## src/hw/rtl/ecfb_pkg.sv

```systemverilog
`default_nettype none

package ecfb_pkg;

    // Item modes carried on the input channel.
    typedef enum logic [2:0] {
        MODE_DRIVE_STEP  = 3'd0,
        MODE_SERVO_STEP  = 3'd1,
        MODE_SEND_TICK   = 3'd2,
        MODE_DRIVE_RESET = 3'd3,
        MODE_SERVO_RESET = 3'd4
    } mode_t;

    // Configuration register indexes.
    localparam logic [2:0] CFG_SYNC_BYTE        = 3'd0;
    localparam logic [2:0] CFG_DRIVE_LIMIT      = 3'd1;
    localparam logic [2:0] CFG_DRIVE_CENTER     = 3'd2;
    localparam logic [2:0] CFG_DRIVE_UPPER_DEAD = 3'd3;
    localparam logic [2:0] CFG_DRIVE_LOWER_DEAD = 3'd4;
    localparam logic [2:0] CFG_SERVO_LIMIT      = 3'd5;
    localparam logic [2:0] CFG_SERVO_CENTER     = 3'd6;

    // Frame slots.
    localparam logic [1:0] SLOT_SYNC  = 2'd0;
    localparam logic [1:0] SLOT_DRIVE = 2'd1;
    localparam logic [1:0] SLOT_SERVO = 2'd2;
    localparam logic [1:0] SLOT_PINS  = 2'd3;

    // Reset values of the registers and counters.
    localparam logic [7:0] SYNC_BYTE_RST        = 8'd240;
    localparam logic [5:0] DRIVE_LIMIT_RST      = 6'd32;
    localparam logic [5:0] DRIVE_CENTER_RST     = 6'd16;
    localparam logic [5:0] DRIVE_UPPER_DEAD_RST = 6'd17;
    localparam logic [5:0] DRIVE_LOWER_DEAD_RST = 6'd15;
    localparam logic [6:0] SERVO_LIMIT_RST      = 7'd18;
    localparam logic [6:0] SERVO_CENTER_RST     = 7'd9;

    // Drive byte direction bits and magnitude ceiling.
    localparam logic [7:0] DRIVE_FWD_BIT = 8'h80;
    localparam logic [7:0] DRIVE_REV_BIT = 8'h40;
    localparam logic [5:0] DRIVE_MAG_MAX = 6'd63;

    // Live configuration.
    typedef struct packed {
        logic [7:0] sync_byte;
        logic [5:0] drive_limit;
        logic [5:0] drive_center;
        logic [5:0] drive_upper_dead;
        logic [5:0] drive_lower_dead;
        logic [6:0] servo_limit;
        logic [6:0] servo_center;
    } cfg_t;

    // One result item.
    typedef struct packed {
        logic       tx_valid;
        logic [7:0] tx_byte;
        logic [1:0] frame_slot;
        logic       drive_at_min;
        logic       drive_at_max;
        logic       servo_at_min;
        logic       servo_at_max;
    } result_t;

    // Magnitude times four, saturated at the ceiling.
    function automatic logic [5:0] clamp_mag(input logic [5:0] diff);
        logic [5:0] mag;
        begin
            if (diff[5:4] != 2'b00) begin
                mag = DRIVE_MAG_MAX;
            end else begin
                mag = {diff[3:0], 2'b00};
            end
            return mag;
        end
    endfunction

endpackage

`default_nettype wire

```

## src/hw/rtl/encoder_command_frame_builder_unit.sv

```systemverilog
// Flow: a request accepted into the input register moves into the result register
// once that register has room, and m_valid rises when the result is loaded.
// Throughput: one request per cycle while m_ready is high; the input register and the result
// register each accept while the next stage drains in the same cycle.
// Reset: synchronous active-low aresetn restores the registers, the drive and
// servo counters to their centers, the frame slot to the sync byte, and empties both stages.
`default_nettype none

module encoder_command_frame_builder_unit
    import ecfb_pkg::*;
(
    input  wire logic       aclk,
    input  wire logic       aresetn,
    input  wire logic       cfg_wr_en,
    input  wire logic [2:0] cfg_index,
    input  wire logic [7:0] cfg_wr_data,
    input  wire logic       s_valid,
    output logic            s_ready,
    input  wire logic [2:0] s_mode,
    input  wire logic       s_step_down,
    input  wire logic [7:0] s_switch_pins,
    output logic            m_valid,
    input  wire logic       m_ready,
    output logic            m_tx_valid,
    output logic [7:0]      m_tx_byte,
    output logic [1:0]      m_frame_slot,
    output logic            m_drive_at_min,
    output logic            m_drive_at_max,
    output logic            m_servo_at_min,
    output logic            m_servo_at_max
);

    cfg_t    cfg;
    result_t result;
    result_t m_result;
    logic    out_load;
    logic    out_free;

    ecfb_cfg_regs u_cfg_regs (
        .aclk        (aclk),
        .aresetn     (aresetn),
        .cfg_wr_en   (cfg_wr_en),
        .cfg_index   (cfg_index),
        .cfg_wr_data (cfg_wr_data),
        .cfg         (cfg)
    );

    ecfb_core u_core (
        .aclk          (aclk),
        .aresetn       (aresetn),
        .cfg           (cfg),
        .s_valid       (s_valid),
        .s_ready       (s_ready),
        .s_mode        (s_mode),
        .s_step_down   (s_step_down),
        .s_switch_pins (s_switch_pins),
        .out_free      (out_free),
        .out_load      (out_load),
        .result        (result)
    );

    ecfb_out_reg u_out_reg (
        .aclk     (aclk),
        .aresetn  (aresetn),
        .out_load (out_load),
        .result   (result),
        .out_free (out_free),
        .m_valid  (m_valid),
        .m_ready  (m_ready),
        .m_result (m_result)
    );

    // Break the result out onto its field ports.
    assign m_tx_valid     = m_result.tx_valid;
    assign m_tx_byte      = m_result.tx_byte;
    assign m_frame_slot   = m_result.frame_slot;
    assign m_drive_at_min = m_result.drive_at_min;
    assign m_drive_at_max = m_result.drive_at_max;
    assign m_servo_at_min = m_result.servo_at_min;
    assign m_servo_at_max = m_result.servo_at_max;

endmodule

`default_nettype wire

```

## src/hw/rtl/ecfb_cfg_regs.sv

```systemverilog
`default_nettype none

module ecfb_cfg_regs
    import ecfb_pkg::*;
(
    input  wire logic       aclk,
    input  wire logic       aresetn,
    input  wire logic       cfg_wr_en,
    input  wire logic [2:0] cfg_index,
    input  wire logic [7:0] cfg_wr_data,
    output cfg_t            cfg
);

    cfg_t cfg_reg;
    cfg_t cfg_next;

    // Decode the write and update one field.
    always_comb begin
        cfg_next = cfg_reg;
        if (cfg_wr_en) begin
            unique case (cfg_index)
                CFG_SYNC_BYTE:        cfg_next.sync_byte        = cfg_wr_data;
                CFG_DRIVE_LIMIT:      cfg_next.drive_limit      = cfg_wr_data[5:0];
                CFG_DRIVE_CENTER:     cfg_next.drive_center     = cfg_wr_data[5:0];
                CFG_DRIVE_UPPER_DEAD: cfg_next.drive_upper_dead = cfg_wr_data[5:0];
                CFG_DRIVE_LOWER_DEAD: cfg_next.drive_lower_dead = cfg_wr_data[5:0];
                CFG_SERVO_LIMIT:      cfg_next.servo_limit      = cfg_wr_data[6:0];
                CFG_SERVO_CENTER:     cfg_next.servo_center     = cfg_wr_data[6:0];
                default:              cfg_next = cfg_reg;
            endcase
        end
    end

    always_ff @(posedge aclk) begin
        if (!aresetn) begin
            cfg_reg.sync_byte        <= SYNC_BYTE_RST;
            cfg_reg.drive_limit      <= DRIVE_LIMIT_RST;
            cfg_reg.drive_center     <= DRIVE_CENTER_RST;
            cfg_reg.drive_upper_dead <= DRIVE_UPPER_DEAD_RST;
            cfg_reg.drive_lower_dead <= DRIVE_LOWER_DEAD_RST;
            cfg_reg.servo_limit      <= SERVO_LIMIT_RST;
            cfg_reg.servo_center     <= SERVO_CENTER_RST;
        end else begin
            cfg_reg <= cfg_next;
        end
    end

    assign cfg = cfg_reg;

endmodule

`default_nettype wire

```

## src/hw/rtl/ecfb_core.sv

```systemverilog
`default_nettype none

module ecfb_core
    import ecfb_pkg::*;
(
    input  wire logic       aclk,
    input  wire logic       aresetn,
    input  wire cfg_t       cfg,
    input  wire logic       s_valid,
    output logic            s_ready,
    input  wire logic [2:0] s_mode,
    input  wire logic       s_step_down,
    input  wire logic [7:0] s_switch_pins,
    input  wire logic       out_free,
    output logic            out_load,
    output result_t         result
);

    logic       in_valid_reg;
    logic       in_valid_next;
    logic [2:0] mode_reg;
    logic       step_down_reg;
    logic [7:0] pins_reg;

    logic [5:0] drive_count_reg;
    logic [5:0] drive_count_next;
    logic [6:0] servo_count_reg;
    logic [6:0] servo_count_next;
    logic [1:0] slot_index_reg;
    logic [1:0] slot_index_next;

    logic [7:0] drive_byte;
    logic [7:0] tx_byte;
    logic       tx_valid;

    // The held request moves on whenever the result register has room.
    assign out_load = in_valid_reg && out_free;
    assign s_ready  = !in_valid_reg || out_free;

    always_comb begin
        in_valid_next = in_valid_reg;
        if (s_ready) begin
            in_valid_next = s_valid;
        end else if (out_load) begin
            in_valid_next = 1'b0;
        end
    end

    always_ff @(posedge aclk) begin
        if (!aresetn) begin
            in_valid_reg <= 1'b0;
        end else begin
            in_valid_reg <= in_valid_next;
        end
    end

    // Input payload register; loaded on every accepted request.
    always_ff @(posedge aclk) begin
        if (s_valid && s_ready) begin
            mode_reg      <= s_mode;
            step_down_reg <= s_step_down;
            pins_reg      <= s_switch_pins;
        end
    end

    // Drive byte from the current drive count, sign-magnitude.
    always_comb begin
        if (drive_count_reg > cfg.drive_upper_dead) begin
            drive_byte = DRIVE_FWD_BIT
                | {2'b00, clamp_mag(drive_count_reg - cfg.drive_upper_dead)};
        end else if (drive_count_reg < cfg.drive_lower_dead) begin
            drive_byte = DRIVE_REV_BIT
                | {2'b00, clamp_mag(cfg.drive_lower_dead - drive_count_reg)};
        end else begin
            drive_byte = 8'h00;
        end
    end

    // Counter updates and frame byte selection for the held request.
    always_comb begin
        drive_count_next = drive_count_reg;
        servo_count_next = servo_count_reg;
        slot_index_next  = slot_index_reg;
        tx_valid         = 1'b0;
        tx_byte          = 8'h00;
        if (out_load) begin
            unique case (mode_t'(mode_reg))
                MODE_DRIVE_STEP: begin
                    if (step_down_reg) begin
                        if (drive_count_reg != 6'd0) begin
                            drive_count_next = drive_count_reg - 6'd1;
                        end
                    end else if (drive_count_reg < cfg.drive_limit) begin
                        drive_count_next = drive_count_reg + 6'd1;
                    end
                end
                MODE_SERVO_STEP: begin
                    if (step_down_reg) begin
                        if (servo_count_reg != 7'd0) begin
                            servo_count_next = servo_count_reg - 7'd1;
                        end
                    end else if (servo_count_reg < cfg.servo_limit) begin
                        servo_count_next = servo_count_reg + 7'd1;
                    end
                end
                MODE_SEND_TICK: begin
                    tx_valid        = 1'b1;
                    slot_index_next = slot_index_reg + 2'd1;
                    unique case (slot_index_reg)
                        SLOT_SYNC:  tx_byte = cfg.sync_byte;
                        SLOT_DRIVE: tx_byte = drive_byte;
                        SLOT_SERVO: tx_byte = {1'b0, servo_count_reg};
                        SLOT_PINS:  tx_byte = ~pins_reg;
                        default:    tx_byte = 8'h00;
                    endcase
                end
                MODE_DRIVE_RESET: drive_count_next = cfg.drive_center;
                MODE_SERVO_RESET: servo_count_next = cfg.servo_center;
                default: begin
                    // Unused modes leave all state alone.
                    drive_count_next = drive_count_reg;
                end
            endcase
        end
    end

    always_ff @(posedge aclk) begin
        if (!aresetn) begin
            drive_count_reg <= DRIVE_CENTER_RST;
            servo_count_reg <= SERVO_CENTER_RST;
            slot_index_reg  <= SLOT_SYNC;
        end else begin
            drive_count_reg <= drive_count_next;
            servo_count_reg <= servo_count_next;
            slot_index_reg  <= slot_index_next;
        end
    end

    // Result fields; flags reflect the counters after this request.
    always_comb begin
        result.tx_valid     = tx_valid;
        result.tx_byte      = tx_byte;
        result.frame_slot   = tx_valid ? slot_index_reg : SLOT_SYNC;
        result.drive_at_min = (drive_count_next == 6'd0);
        result.drive_at_max = (drive_count_next == cfg.drive_limit);
        result.servo_at_min = (servo_count_next == 7'd0);
        result.servo_at_max = (servo_count_next == cfg.servo_limit);
    end

`ifndef SYNTHESIS
    // The slot moves only on a send tick.
    a_slot_hold: assert property (@(posedge aclk) disable iff (!aresetn)
        (out_load && mode_reg != MODE_SEND_TICK) |=> $stable(slot_index_reg))
        else $error("frame slot moved without a send tick");

    // A send tick advances the slot by one.
    a_slot_step: assert property (@(posedge aclk) disable iff (!aresetn)
        (out_load && mode_reg == MODE_SEND_TICK)
        |=> slot_index_reg == $past(slot_index_reg) + 2'd1)
        else $error("frame slot did not advance on a send tick");

    // Counters change only when a request is processed.
    a_count_hold: assert property (@(posedge aclk) disable iff (!aresetn)
        !out_load |=> ($stable(drive_count_reg) && $stable(servo_count_reg)))
        else $error("counter changed without a request");

    // A held request is not dropped while the result side is stalled.
    a_req_hold: assert property (@(posedge aclk) disable iff (!aresetn)
        (in_valid_reg && !out_free) |=> (in_valid_reg && $stable(mode_reg)))
        else $error("held request lost during stall");
`endif

endmodule

`default_nettype wire

```

## src/hw/rtl/ecfb_out_reg.sv

```systemverilog
`default_nettype none

module ecfb_out_reg
    import ecfb_pkg::*;
(
    input  wire logic    aclk,
    input  wire logic    aresetn,
    input  wire logic    out_load,
    input  wire result_t result,
    output logic         out_free,
    output logic         m_valid,
    input  wire logic    m_ready,
    output result_t      m_result
);

    logic    valid_reg;
    logic    valid_next;
    result_t data_reg;

    // Room for a new result when empty or when the current one leaves now.
    assign out_free = !valid_reg || m_ready;

    always_comb begin
        valid_next = valid_reg;
        if (out_load) begin
            valid_next = 1'b1;
        end else if (m_ready) begin
            valid_next = 1'b0;
        end
    end

    always_ff @(posedge aclk) begin
        if (!aresetn) begin
            valid_reg <= 1'b0;
        end else begin
            valid_reg <= valid_next;
        end
    end

    always_ff @(posedge aclk) begin
        if (out_load) begin
            data_reg <= result;
        end
    end

    assign m_valid  = valid_reg;
    assign m_result = data_reg;

`ifndef SYNTHESIS
    // A result is only loaded when there is room for it.
    a_no_overwrite: assert property (@(posedge aclk) disable iff (!aresetn)
        out_load |-> out_free)
        else $error("result loaded over an unaccepted result");

    // A stalled result keeps its value.
    a_result_hold: assert property (@(posedge aclk) disable iff (!aresetn)
        (valid_reg && !m_ready) |=> (valid_reg && $stable(data_reg)))
        else $error("stalled result changed");

    // An empty register with no load stays empty.
    a_empty_hold: assert property (@(posedge aclk) disable iff (!aresetn)
        (!valid_reg && !out_load) |=> !valid_reg)
        else $error("result appeared without a load");
`endif

endmodule

`default_nettype wire
```

## config.mk

```make
export PLATFORM = sky130hd
export DESIGN_NAME = encoder_command_frame_builder_unit
export DESIGN_NICKNAME = d
export VERILOG_FILES = /design/src/hw/rtl/ecfb_pkg.sv /design/src/hw/rtl/encoder_command_frame_builder_unit.sv /design/src/hw/rtl/ecfb_cfg_regs.sv /design/src/hw/rtl/ecfb_core.sv /design/src/hw/rtl/ecfb_out_reg.sv
export SDC_FILE = /design/constraint.sdc
export NUM_CORES = 1
export LEC_CHECK = 0
export ABC_AREA = 0
export BUFFER_PORTS_ARGS = -buffer_cell sky130_fd_sc_hd__buf_2
export CAP_MARGIN = 20
export CORE_MARGIN = 2
export CORE_UTILIZATION = 30
export DETAILED_ROUTE_END_ITERATION = 10
export GPL_ROUTABILITY_DRIVEN = 1
export PLACE_DENSITY = 0.54
export SLEW_MARGIN = 5
export SYNTH_ARGS = -nofsm -noshare
export SYNTH_HDL_FRONTEND = slang
export SYNTH_SLANG_ARGS = --single-unit
```

## constraint.sdc

```tcl
create_clock -name aclk -period 4.3 [get_ports aclk]
set_clock_uncertainty 0.15 [all_clocks]
set_input_delay 0.645 -clock aclk [delete_from_list [all_inputs] [get_ports aclk]]
set_output_delay 0.645 -clock aclk [all_outputs]
set_load 0.1 [all_outputs]
```

== Word level (Yosys, flattened, before mapping) ==
Cells that the tools add are included.
Storage, ports and cells
  register bits after elaboration: 90
  latch bits: 0
  bits in writable memories: 0
  bits in read-only memories: 0
  input bits: 28
  output and inout port bits: 17
  logic and storage cells: 95
  memories kept: 0
Cells by class
  $add $sub $neg: 7
  $mul: 0
  div/mod/pow operators: 0
  magnitude comparators: 4
  eq/ne operators: 15
  shift operators: 0
  muxes and demuxes: 21
  bitwise logic cells: 1
  reduce and logical (&&, ||, !) cells: 25
Operator list (number)
  $mux 6: 6
  $mux 7: 5
  $pmux 8 s4: 1
  $reduce_and 2->1: 8
  $pmux 7 s2: 1
  $eq 3x2->1 const B: 4
  $eq 3x3->1 const B: 4
  $lt 6x6->1: 2
  $pmux 6 s2: 1
  $sub 6x6->6: 2
  $mux 8: 1
  $not 8->8: 1
  $reduce_bool 2->1: 4
  $add 7x1->7 const B: 1
  $eq 7x7->1: 1
  $logic_not 7->1: 1
  $lt 7x7->1: 1
  $reduce_bool 7->1: 1
  $sub 7x1->7 const B: 1
  $add 6x1->6 const B: 1
  $eq 3x1->1 const B: 2
  $eq 6x6->1: 1
  $gt 6x6->1: 1
  $logic_not 3->1: 2
  11 further kinds: 20

== Depth between registers and ports, before layout ==
  depth after elaboration: 6
  gate-level depth with buffers: 11
  depth with buffers taken out: 11

== By module ==
From an unflattened synthesis, not the netlist that was laid out.
Unflattened totals
  cell total of the unflattened synthesis: 637
  area total of the unflattened synthesis: 5780.5 µm²
By module, submodules not included
  ecfb_core: instances 1, cells an instance 438, area each 3422.0 µm², sequential area each 680.7 µm²
  ecfb_cfg_regs: instances 1, cells an instance 180, area each 1859.3 µm², sequential area each 920.9 µm²
  ecfb_out_reg: instances 1, cells an instance 19, area each 499.2 µm², sequential area each 470.5 µm²

== Least setup slack after synthesis ==
Ideal clock, no wire load.
  path kind: reg2reg
  start: register u_core.drive_count_reg[1]
  end: register u_out_reg.data_reg, in the netlist u_out_reg.m_result[6], data pin
  library setup time: 0.259 ns
  data arrival time: 2.562 ns
  path slack: 1.330 ns
  stages on the path, launching flop included: 11
  clock period less this slack: 2.970 ns
  cells stage by stage: dfxtp_1 -> inv_1 -> ha_1 -> nor2b_1 -> o21a_1 -> o21ai_0 -> a211oi_1 -> a2111oi_0 -> o21ai_0 -> nand3_1 -> a21oi_1
On the way
  longest elaborated chain between the ends: 6
  elaborated cells on any way between the ends: 11
  those cells by class: 2 x add/sub; 2 x order compare; 5 x mux; 2 x reduce/logical
Ends and longest elaborated chain
  start, declared: RTL line ecfb_core.sv:25  | logic [5:0] drive_count_reg;
  start signal, assigned: RTL line ecfb_core.sv:133  | drive_count_reg <= drive_count_next;
  $sub 6x6->6: RTL line ecfb_core.sv:73  | | {2'b00, clamp_mag(cfg.drive_lower_dead - drive_count_reg)};
  $reduce_bool 2->1: RTL line ecfb_pkg.sv:69  | if (diff[5:4] != 2'b00) begin
  $mux 6: RTL line ecfb_pkg.sv:69
  $mux 7: RTL line ecfb_core.sv:71  | end else if (drive_count_reg < cfg.drive_lower_dead) begin
  $mux 8 (*): RTL line ecfb_core.sv:68  | if (drive_count_reg > cfg.drive_upper_dead) begin
  $pmux 8 s4 (*): RTL line ecfb_core.sv:109  | unique case (slot_index_reg)
  end signal, assigned: RTL line ecfb_out_reg.sv:42  | data_reg <= result;
  end, declared: RTL line ecfb_out_reg.sv:18  | result_t data_reg;
Every way passes the cells marked *; elsewhere a longest branch is shown, timed or not.
A chain may end at the register's enable or synchronous reset.

==> results.py <==
metrics = {
    "timing": {
        "maxSlewViolCount": 0,
        "max_slew.worst_pin.slew_ns": 0.989,
        "rsz0062_at_grt": "false",
        "fmax_ghz": 0.295,
        "max_slew_margin_pct": 33.5,
        "setup_tns_ns": 0,
        "whs_ns": 0.303,
        "hold_violations": 0,
        "fin_crit_ns": 3.39,
        "setup_viol": 0,
        "period_share_pct": 78.7,
    },
    "yosys": {
        "syn_avg_cell_area_um2": 8.52,
        "synth_top_area_cell": "dfxtp_1",
        "synth-compound-area-share_pct": 19.0,
        "synth.cell_area_um2": 5500,
        "synth_cell_types": 74,
        "yosys.area_share.simple_pct": 22.6,
        "synth_seq_cells": 90,
        "synth_edf_count": 27,
        "syn-num-nets": 709,
        "seq_area_frac_synth_pct": 37.6,
        "syn_inst": 646,
        "ys.flop_type": "dfxtp_1",
        "yosys_warnings": 0,
        "ys_async_sr_fraction_pct": 0,
        "synthXorXnorAreaFrac_pct": 2.39,
        "synth_area_leaders": "dfxtp_1 23%, edfxtp_1 15%, ha_1 7.5%",
        "synth_fa_ha_area_share_pct": 8.23,
        "synth_top_family_by_area": "simple AND/OR/NAND/NOR gates",
        "synth_top_area_share_pct": 22.9,
        "synth_mux_area_share_pct": 5.09,
    },
    "clocking": {
        "cts_made_buffers": 9,
        "clock-sinks": 90,
        "cts_resized": 0,
        "hold_buffers": 0,
        "cts_setup_buffers": 0,
        "cts_tree": "done",
        "htree_levels": 3,
        "clock_latency_ns": 0.35,
        "cts_root_buffer": "clkbuf_16",
        "clock_path_buffers": 2,
        "clk_pin_slew_ns": 0.06,
    },
    "detailed_routing": {
        "ant_nets": 0,
        "wl_um": 16000,
        "routedWlPerCell_um": 17.4,
        "drtPass1Iterations": 4,
        "drt_iter0_drc": 420,
        "drc_errors": 0,
        "vias": 4826,
        "vias_per_cell": 5.26,
    },
    "critical_path": {
        "cp.arrival_ns": 3.42,
        "cp_max_fo": 16,
        "setup.worst_path.class": "flip-flop to flip-flop",
        "startpoint_type": "flip-flop",
        "critPathRequiredTime_ns": 4.34,
        "critical_path.endpoint_type": "flip-flop",
    },
    "layout": {
        "multiInputGateArea_um2": 3160,
        "fill_cells": 1893,
        "regArea_um2": 2070,
        "drive_gt1_share_pct": 11.5,
        "final_core_util_pct": 35.0,
        "nets": 746,
        "largest_reg_flops": 46,
        "syn2layout_area_growth_pct": 14.3,
        "antenna_cells": 0,
    },
    "hold_path": {
        "hold_class": "flip-flop to flip-flop",
    },
    "pwr": {
        "seqPwrFrac_pct": 43.1,
        "combPwrFrac_pct": 11.9,
        "p_sw_share_pct": 25.5,
        "p_total_mw": 2.16,
        "vdd.ir_drop.worst_mv": 0.207,
        "switchingPower_mw": 0.550,
        "p_int_mw": 1.61,
        "powerDensity_nw_per_um2": 343,
        "p_leak_nw": 2.44,
        "clock_power_share_pct": 45.1,
    },
    "global_routing": {
        "grt_overflow": 0,
        "grt_pass1_vias": 4618,
        "track_usage_pct": 16.5,
        "grt_pass1_wl_um": 25300,
        "antenna_found_initial": 0,
        "grt_max_degree": 43,
    },
    "placed_design": {
        "port_buffers": 44,
        "gp_congestion": 0.891,
        "dp_hpwl_um": 11600,
    },
    "die": {
        "ios": 45,
        "core_um2": 18000,
        "die_y_um": 139,
        "dieArea_um2": 19400,
        "start_util_pct": 30.6,
        "rows": 49,
        "fp.dieW_um": 139,
    },
    "job": {
        "drv_cap": 0,
    },
    "run_status": {
        "status": "finished, final reports clean",
    },
}
-- cell usage in the layout (no fill, tap or decap), drive strengths merged, types with 11 or more instances in the layout --
master / n
a21oi: 35
a31oi: 11
buf: 49
clkbuf: 11
dfxtp: 63
edfxtp: 27
ha: 33
inv: 41
mux2i: 28
nand2: 100
nand3: 26
nor2: 55
nor2b: 11
nor3: 17
o21ai: 36
xnor2: 12
-- logic make-up after synthesis --
kind of cell,Yosys count
AOI/OAI and AO/OA,154
muxes,28
and+or+nand+nor,259
adders and majority gates,35
xor gates and xnor gates,15
buffers and inverters,65
DFF,90
-- metal layers --
metal	vias up	track usage [%]	wire, um
li1	2390	-	-
met1	2277	23.5	7910
met2	139	24.9	6970
met3	20	3.34	758
met4	0	5.64	342
met5	-	0	0
-- final cells by class --
type	instances	area share (%)
repair buffers	49	4.06
clock buffers	11	3.70
flip-flops and latches	90	32.9
inverters	42	2.51
multi-input cells	491	50.2
clock inverters	5	2.03
well taps	229	4.56
-- Yosys cell counts, drive strengths merged (11+ instances only) --
master  count
nand2     100
dfxtp      63
nor2       55
inv        41
o21ai      36
a21oi      35
ha         33
mux2i      28
edfxtp     27
nand3      26
clkbuf     18
nor3       17
xnor2      12
a31oi      11
nor2b      11
-- per-stage QoR --
stage | worst slack (ns) | area (um^2) | cells
4_1_cts | 0.986 | 6290 | 917
6_report | 0.914 | 6290 | 917
3_5_place_dp | 0.991 | 5930 | 901
3_3_place_gp | 1.03 | 5920 | 900
2_1_floorplan | 1.33 | 5500 | 646
5_1_grt | 0.694 | 6290 | 917
-- final timing paths --
path         slack (ns)               endpoint                 startpoint  cells past startpoint
max                0.91  u_out_reg.m_result[0]  u_core.servo_count_reg[2]                      9
min                0.30     u_cfg_regs.cfg[41]         u_cfg_regs.cfg[41]                      2
max reg2reg        0.91  u_out_reg.m_result[0]  u_core.servo_count_reg[2]                      9
min reg2reg        0.30     u_cfg_regs.cfg[41]         u_cfg_regs.cfg[41]                      2
-- power groups by stage --
stage | combinational (mW) | sequential (mW) | clock, mW
2_1_floorplan | 0.144 | 0.979 | 0
3_3_place_gp | 0.255 | 0.947 | 0
3_5_place_dp | 0.255 | 0.947 | 0
4_1_cts | 0.256 | 0.928 | 1.00
5_1_grt | 0.279 | 0.932 | 1.03
6_report | 0.256 | 0.928 | 0.972
-- worst max-delay path, stage by stage, from the launching register on --
cell and delay, ns:
dfxtp_1 0.72, ha_1 0.36, a21o_2 0.21, a31oi_1 0.26, o211ai_1 0.24, a211oi_1 0.34
a221oi_2 0.10, xnor2_1 0.15, or4_1 0.55, nor4_2 0.14
No activity file was read; power rests on OpenSTA's default activity.
